<file path="src/rtl/kvt_pkg.sv">
// kvt_pkg: shared sizes, operation and status codes, and the types that pass
// along the cell chain of the key/data table
// no dependencies
package kvt_pkg;

    localparam int ENTRIES   = 16;
    localparam int DATA_BITS = 32;
    localparam int KEY_W     = 32;
    localparam int WORD_W    = 32;
    localparam int IDX_W     = (ENTRIES > 1) ? $clog2(ENTRIES) : 1;

    typedef enum logic [1:0] {
        FUNC_INSERT = 2'd0,
        FUNC_DELETE = 2'd1,
        FUNC_GET    = 2'd2,
        FUNC_SET    = 2'd3
    } func_t;

    typedef enum logic [1:0] {
        STAT_OK        = 2'd0,
        STAT_PRESENT   = 2'd1,
        STAT_NOT_FOUND = 2'd2,
        STAT_FULL      = 2'd3
    } status_t;

    // query item as it walks the chain, collecting hit and free-slot info
    typedef struct packed {
        logic                 active;
        func_t                func;
        logic [KEY_W-1:0]     key;
        logic [DATA_BITS-1:0] data;
        logic                 hit;
        logic [IDX_W-1:0]     hit_idx;
        logic [DATA_BITS-1:0] hit_data;
        logic                 free_ok;
        logic [IDX_W-1:0]     free_idx;
    } token_t;

    // write-back broadcast to all cells
    typedef struct packed {
        logic                 en;
        logic [IDX_W-1:0]     idx;
        logic                 set_valid;
        logic                 clr_valid;
        logic                 load_key;
        logic                 load_data;
        logic [KEY_W-1:0]     key;
        logic [DATA_BITS-1:0] data;
    } wr_cmd_t;

    function automatic logic [DATA_BITS-1:0] to_data(input logic [WORD_W-1:0] d);
        logic [63:0] w;
        w = {32'b0, d};
        return w[DATA_BITS-1:0];
    endfunction

    function automatic logic [WORD_W-1:0] to_word(input logic [DATA_BITS-1:0] d);
        logic [63:0] w;
        w = 64'(d);
        return w[WORD_W-1:0];
    endfunction

endpackage

</file>
<file path="src/rtl/kvt_cell.sv">
// kvt_cell: one slot of the key/data table plus one stage of the query chain
// depends on kvt_pkg
module kvt_cell (
    input  logic                     aclk,
    input  logic                     aresetn,
    input  logic [kvt_pkg::IDX_W-1:0] idx,
    input  kvt_pkg::token_t          tok_in,
    output kvt_pkg::token_t          tok_out,
    input  kvt_pkg::wr_cmd_t         wr
);

    logic                          valid_reg;
    logic [kvt_pkg::KEY_W-1:0]     key_reg;
    logic [kvt_pkg::DATA_BITS-1:0] data_reg;
    kvt_pkg::token_t               tok_reg;
    kvt_pkg::token_t               tok_next;
    logic                          match;
    logic                          wr_hit;

    always_comb begin
        tok_next = tok_in;
        match    = tok_in.active && valid_reg && (key_reg == tok_in.key);
        if (match && !tok_in.hit) begin
            tok_next.hit      = 1'b1;
            tok_next.hit_idx  = idx;
            tok_next.hit_data = data_reg;
        end
        // lowest free slot wins
        if (tok_in.active && !valid_reg && !tok_in.free_ok) begin
            tok_next.free_ok  = 1'b1;
            tok_next.free_idx = idx;
        end
    end

    assign wr_hit  = wr.en && (wr.idx == idx);
    assign tok_out = tok_reg;

    always_ff @(posedge aclk) begin
        if (!aresetn) begin
            valid_reg      <= 1'b0;
            tok_reg.active <= 1'b0;
        end else begin
            tok_reg <= tok_next;
            if (wr_hit && wr.set_valid) begin
                valid_reg <= 1'b1;
            end else if (wr_hit && wr.clr_valid) begin
                valid_reg <= 1'b0;
            end
        end
    end

    always_ff @(posedge aclk) begin
        if (wr_hit && wr.load_key) begin
            key_reg <= wr.key;
        end
        if (wr_hit && wr.load_data) begin
            data_reg <= wr.data;
        end
    end

endmodule

</file>
<file path="src/rtl/key_value_table.sv">
// key_value_table: associative key/data table built as a chain of slot cells
// the query walks the cell chain one slot per cycle; as it leaves the last cell
// the slot is written back and the result registered (or parked if the output
// is busy); a new item is taken only after the last result reached the output
// reset: aresetn synchronous active low, clears all slot valid marks at once
// depends on kvt_pkg and kvt_cell
module key_value_table (
    input  logic        aclk,
    input  logic        aresetn,
    input  logic        s_valid,
    output logic        s_ready,
    input  logic [1:0]  s_func,
    input  logic signed [31:0] s_key,
    input  logic [31:0] s_data_in,
    output logic        m_valid,
    input  logic        m_ready,
    output logic [1:0]  m_status,
    output logic        m_found,
    output logic [31:0] m_data_out
);

    typedef enum logic [1:0] {
        ST_IDLE,
        ST_SCAN,
        ST_HOLD
    } state_t;

    state_t state_reg;

    // result output register and a one-deep holding stage behind it
    logic                       m_valid_reg;
    kvt_pkg::status_t           m_status_reg;
    logic                       m_found_reg;
    logic [kvt_pkg::WORD_W-1:0] m_data_reg;
    kvt_pkg::status_t           pend_status_reg;
    logic                       pend_found_reg;
    logic [kvt_pkg::WORD_W-1:0] pend_data_reg;

    kvt_pkg::token_t  chain [kvt_pkg::ENTRIES+1];
    kvt_pkg::token_t  tail;
    kvt_pkg::wr_cmd_t wr;
    kvt_pkg::status_t res_status;
    logic [kvt_pkg::WORD_W-1:0] res_data;
    logic             s_accept;
    logic             out_free;
    logic             res_load;
    logic [kvt_pkg::ENTRIES-1:0] tok_active;

    assign s_ready  = (state_reg == ST_IDLE);
    assign s_accept = s_valid && s_ready;
    assign out_free = !m_valid_reg || m_ready;

    // a result moves into the output register this cycle
    assign res_load = ((state_reg == ST_SCAN) && tail.active && out_free)
                   || ((state_reg == ST_HOLD) && out_free);

    // new query enters the head of the chain with empty search results
    always_comb begin
        chain[0]          = '0;
        chain[0].active   = s_accept;
        chain[0].func     = kvt_pkg::func_t'(s_func);
        chain[0].key      = $unsigned(s_key);
        chain[0].data     = kvt_pkg::to_data(s_data_in);
    end

    for (genvar i = 0; i < kvt_pkg::ENTRIES; i++) begin : g_cell
        kvt_cell u_cell (
            .aclk    (aclk),
            .aresetn (aresetn),
            .idx     (kvt_pkg::IDX_W'(i)),
            .tok_in  (chain[i]),
            .tok_out (chain[i+1]),
            .wr      (wr)
        );
        assign tok_active[i] = chain[i+1].active;
    end

    assign tail = chain[kvt_pkg::ENTRIES];

    // decide the operation outcome once the query leaves the last cell
    always_comb begin
        wr         = '0;
        wr.key     = tail.key;
        wr.data    = tail.data;
        res_status = kvt_pkg::STAT_OK;
        res_data   = '0;
        unique case (tail.func)
            kvt_pkg::FUNC_INSERT: begin
                wr.idx = tail.free_idx;
                if (tail.hit) begin
                    res_status = kvt_pkg::STAT_PRESENT;
                end else if (!tail.free_ok) begin
                    res_status = kvt_pkg::STAT_FULL;
                end else begin
                    wr.en        = tail.active;
                    wr.set_valid = 1'b1;
                    wr.load_key  = 1'b1;
                    wr.load_data = 1'b1;
                end
            end
            kvt_pkg::FUNC_DELETE: begin
                wr.idx       = tail.hit_idx;
                wr.en        = tail.active && tail.hit;
                wr.clr_valid = 1'b1;
                if (!tail.hit) res_status = kvt_pkg::STAT_NOT_FOUND;
            end
            kvt_pkg::FUNC_GET: begin
                wr.idx = tail.hit_idx;
                if (tail.hit) begin
                    res_data = kvt_pkg::to_word(tail.hit_data);
                end else begin
                    res_status = kvt_pkg::STAT_NOT_FOUND;
                end
            end
            kvt_pkg::FUNC_SET: begin
                wr.idx       = tail.hit_idx;
                wr.en        = tail.active && tail.hit;
                wr.load_data = 1'b1;
                if (!tail.hit) res_status = kvt_pkg::STAT_NOT_FOUND;
            end
            default: begin
                wr.idx = tail.hit_idx;
            end
        endcase
    end

    always_ff @(posedge aclk) begin
        if (!aresetn) begin
            state_reg   <= ST_IDLE;
            m_valid_reg <= 1'b0;
        end else begin
            if (res_load) begin
                m_valid_reg <= 1'b1;
            end else if (m_valid_reg && m_ready) begin
                m_valid_reg <= 1'b0;
            end
            unique case (state_reg)
                ST_IDLE: begin
                    if (s_accept) state_reg <= ST_SCAN;
                end
                ST_SCAN: begin
                    if (tail.active) begin
                        if (out_free) begin
                            m_status_reg <= res_status;
                            m_found_reg  <= tail.hit;
                            m_data_reg   <= res_data;
                            state_reg    <= ST_IDLE;
                        end else begin
                            // output still busy: park the result
                            pend_status_reg <= res_status;
                            pend_found_reg  <= tail.hit;
                            pend_data_reg   <= res_data;
                            state_reg       <= ST_HOLD;
                        end
                    end
                end
                ST_HOLD: begin
                    if (out_free) begin
                        m_status_reg <= pend_status_reg;
                        m_found_reg  <= pend_found_reg;
                        m_data_reg   <= pend_data_reg;
                        state_reg    <= ST_IDLE;
                    end
                end
                default: begin
                    state_reg <= ST_IDLE;
                end
            endcase
        end
    end

    assign m_valid    = m_valid_reg;
    assign m_status   = m_status_reg;
    assign m_found    = m_found_reg;
    assign m_data_out = m_data_reg;

    // only one query may be in the chain at a time
    a_one_token: assert property (@(posedge aclk) disable iff (!aresetn)
        $onehot0(tok_active))
        else $error("more than one query in the cell chain");

    // the query leaves the chain only while the controller is scanning
    a_tail_in_scan: assert property (@(posedge aclk) disable iff (!aresetn)
        tail.active |-> (state_reg == ST_SCAN))
        else $error("query left the chain outside a scan");

    // an accepted item enters the first cell on the next cycle
    a_enter_chain: assert property (@(posedge aclk) disable iff (!aresetn)
        s_accept |=> chain[1].active)
        else $error("accepted item did not enter the chain");

    // a parked result only exists while the output register is occupied
    a_hold_busy: assert property (@(posedge aclk) disable iff (!aresetn)
        (state_reg == ST_HOLD) |-> m_valid_reg)
        else $error("result parked while output register was free");

endmodule
</file>
<file path="config.mk">
export PLATFORM = sky130hd
export DESIGN_NAME = key_value_table
export DESIGN_NICKNAME = d
export VERILOG_FILES = /design/src/rtl/kvt_pkg.sv /design/src/rtl/kvt_cell.sv /design/src/rtl/key_value_table.sv
export SDC_FILE = /design/constraint.sdc
export NUM_CORES = 2
export LEC_CHECK = 0
export ABC_AREA = 0
export BUFFER_PORTS_ARGS = -buffer_cell sky130_fd_sc_hd__buf_4
export CAP_MARGIN = 20
export CORE_MARGIN = 10
export CORE_UTILIZATION = 45
export DETAILED_ROUTE_END_ITERATION = 10
export PLACE_DENSITY_LB_ADDON = 0.08
export SYNTH_ARGS = -nofsm -noshare
export SYNTH_HDL_FRONTEND = slang
export SYNTH_SLANG_ARGS = --single-unit
</file>
<file path="constraint.sdc">
create_clock -name aclk -period 6.4 [get_ports aclk]
set_input_delay 1.28 -clock aclk [delete_from_list [all_inputs] [get_ports aclk]]
set_output_delay 1.28 -clock aclk [all_outputs]
set_load 0.02 [all_outputs]
</file>
==> metrics <==
status=completed; internal power=30700 uW; largest family of logic cells by synthesized area=multiplexers; vias in the first global route=40200; DRT Pass-1 Iters=5; IO buf count=106; GRT Total Usage=0.134; Worst Hold Launch=g_cell[7].u_cell.tok_out[42]; Rows=172; R2R depth=7; Boundary Pins=107; Synth Flop Type=edfxtp_1; worst reg2reg path startpoint=g_cell[15].u_cell.tok_out[106]; clk slew on worst S/H paths=60 ps; hold path endpoint=g_cell[8].u_cell.tok_out[42]; Critical Path Start Type=flop; Starting Density=0.452; switch share=0.194; pins over their slew limit=0; H-tree Lvls=5; die height=489 um; xor and xnor fraction of the mapped netlist area=0.0451; largest net degree at the start of global routing=200; critical path required time=6900 ps; fmax=259 MHz; Critical Path Fanout Max=33; Fin. Hold Viols=0; fraction of final layout cells sized beyond drive strength 1=0.229; Detail Route Antenna Nets=0; Nets=4999; max FFs per register=1714; Mapped Cells=4516; vias post-DR=38600; HPWL after detailed placement=105000 um; violation count after the first detailed-route iteration=2622; WL per Instance=20.1 um; CTS hold repair buffers=0; total CTS buffers=305; mux cell area share after synthesis=0.0595; Root Driver=clkbuf_16; ys async rst share=0; Switching Power=7410 uW; Skew-Pair Late Insertion Delay=900 ps; pwr dens=337 mW/mm2; slowest CP cell=a211oi_1; Post-Route WL=161000 um; RSZ-0062 raised after global routing=false; Worst IR Drop VDD=0.302 mV; ratio of final minimum period to clock period=0.604; Clock Sinks=2827; WHS Path Cells=0; TNS Setup=0 ps; largest buffer count on any clock path=4; simple-gate share of the synthesized area=0.0336; Final Critical Period=3860 ps; Worst R2R Setup Slack=2540 ps; Worst Setup Path Type=flop to flop; slowest cell delay on critical path=840 ps; Via density=4.82; CTS resizes=0; total core area=0.219 mm2; Seq/Total Area, Yosys=0.854; CTS tree=done; leak pwr=0.0377 uW; Logic pwr share=0.019; Post-Syn Area=0.0990 mm2; Fill cells=17100; synth unique cells=46; post-synthesis compound-gate area fraction=0.00336; Crit. End Element=flop; initial antenna violation count=3; Final Power=38200 uW; slew margin rel.=0.256; EDFF count, synth=2792; Final setup viols=0; Seq pwr share=0.562; R2R Path End=g_cell[4].u_cell.key_reg[16]; # DRC=0; Max Cap Viol=0; Setup Buffers After CTS=0; die width=489 um; area occupied by multi-input gates=0.0143 mm2; syn nets=4591; routability cong.=0.766; cell breakdown of the critical path=inv_1, ha_1, or3b_2, a211oi_1, buf_4, nand2_1, nor2_4; Post-Syn Area per Cell=21.9 um2; Sequential Area=0.0845 mm2; number of synthesized register bits=2827; Adder-Cell Fraction of Synth Area=0.000632; clk_skew=44.3 ps; gr ovfl total=0; Synth warnings=0; DIE AREA=0.239 mm2; Worst Path Arrival=4370 ps; area grow syn2layout=14.2%; part of the power in the clock network=0.419; Slew @ Worst Pin=1120 ps; first-pass GRT wire length=250000 um; Hold WC Path Type=flop to flop
logic make-up (layout without fill, tap and decap cells):
family          count (synthesis)  count (layout)
flops                        2827            2827
simple gates                  533             533
compound gates                 48              48
fa+ha+maj                       5               5
mux                           517             517
other cells                     0               4
xor+xnor                      510             510
buf+inv                        76             691
power by group through the flow:
stage / Clock, uW / Combinational (uW) / Sequential, uW
floorplan: 0 / 320 / 21600
global placement: 0 / 701 / 21900
detailed placement: 0 / 713 / 21900
CTS: 16500 / 719 / 21500
global route: 17200 / 793 / 21500
finish: 16000 / 715 / 21500
critical path, delay by kind of cell (launching register included):
family | cells | cell delay [ps]
buf+inv | 2 | 380
flops | 1 | 390
simple gates | 3 | 1460
fa+ha+maj | 1 | 360
compound gates | 1 | 840
worst max path at each step:
stage                               endpoint  slack [ps]                            from  cells after the start
4_1_cts        g_cell[12].u_cell.key_reg[18]        2380  g_cell[15].u_cell.tok_out[106]                      6
6_report        g_cell[4].u_cell.key_reg[16]        2540  g_cell[15].u_cell.tok_out[106]                      7
3_3_place_gp   g_cell[12].u_cell.key_reg[29]        2490  g_cell[15].u_cell.tok_out[106]                      6
3_5_place_dp   g_cell[12].u_cell.key_reg[16]        2420  g_cell[15].u_cell.tok_out[106]                      6
2_1_floorplan               pend_data_reg[0]        2050                         m_ready                      2
5_1_grt         g_cell[4].u_cell.key_reg[25]        2200  g_cell[15].u_cell.tok_out[106]                      7
per-stage QoR:
step                area, um2   util  setup WS [ps]  instances  hold WS (ps)
finish                 113000  0.516           2540       8006           401
global route           113000  0.516           2200       8003           407
CTS                    113000  0.515           2380       7995           400
detailed placement     104000  0.474           2420       7481           405
global placement       104000  0.474           2490       7479           401
floorplan               99000      -           2050       4516           400
synth_stat cells, types with 14 or more instances:
| library cell | n | area (um2) |
|---|---|---|
| nor2b_1 | 36 | 225 |
| mux2_2 | 471 | 5300 |
| mux2_1 | 24 | 270 |
| nor2_1 | 53 | 199 |
| nand2b_1 | 25 | 156 |
| xnor2_1 | 92 | 806 |
| o21a_1 | 15 | 113 |
| edfxtp_1 | 2792 | 83800 |
| and3_1 | 45 | 282 |
| and2_1 | 47 | 294 |
| nand3_1 | 28 | 140 |
| clkbuf_1 | 25 | 93.8 |
| nor3_1 | 18 | 90.1 |
| mux2_4 | 20 | 300 |
| nor4_1 | 92 | 576 |
| or2_2 | 75 | 469 |
| xor2_1 | 418 | 3660 |
| buf_2 | 31 | 155 |
| nor4_4 | 14 | 298 |
| dfxtp_1 | 35 | 701 |
| nand2_1 | 39 | 146 |
| nand4_1 | 31 | 194 |
area by class of cell:
class	instances	share of cell area
inverters	6	0.000199
well taps	2871	0.0318
diodes	4	0.0000885
flip-flops and latches	2827	0.747
multi-input cells	1613	0.127
clock buffers	379	0.0719
clock inverters	135	0.00794
repair buffers	171	0.0140
cell usage in the layout (no fill, tap or decap), drive strengths merged, types with 18 or more instances in the layout:
| cell type | count |
|---|---|
| clkinv | 118 |
| nand4 | 31 |
| and3 | 45 |
| mux2 | 515 |
| nand3 | 28 |
| xor2 | 418 |
| dfxtp | 35 |
| edfxtp | 2792 |
| buf | 170 |
| nand2 | 39 |
| or2 | 75 |
| xnor2 | 92 |
| clkbuf | 380 |
| nor4 | 107 |
| nor2b | 36 |
| and2 | 47 |
| nor3 | 18 |
| nor2 | 53 |
| nand2b | 25 |
routing by layer:
| layer | up-vias | track usage | routed length [um] |
|---|---|---|---|
| li1 | 18500 | - | - |
| met1 | 19200 | 0.202 | 79300 |
| met2 | 653 | 0.198 | 70400 |
| met3 | 356 | 0.0256 | 6550 |
| met4 | 0 | 0.0441 | 4700 |
| met5 | - | 0 | 0 |
(Power assumes the default switching activity.)
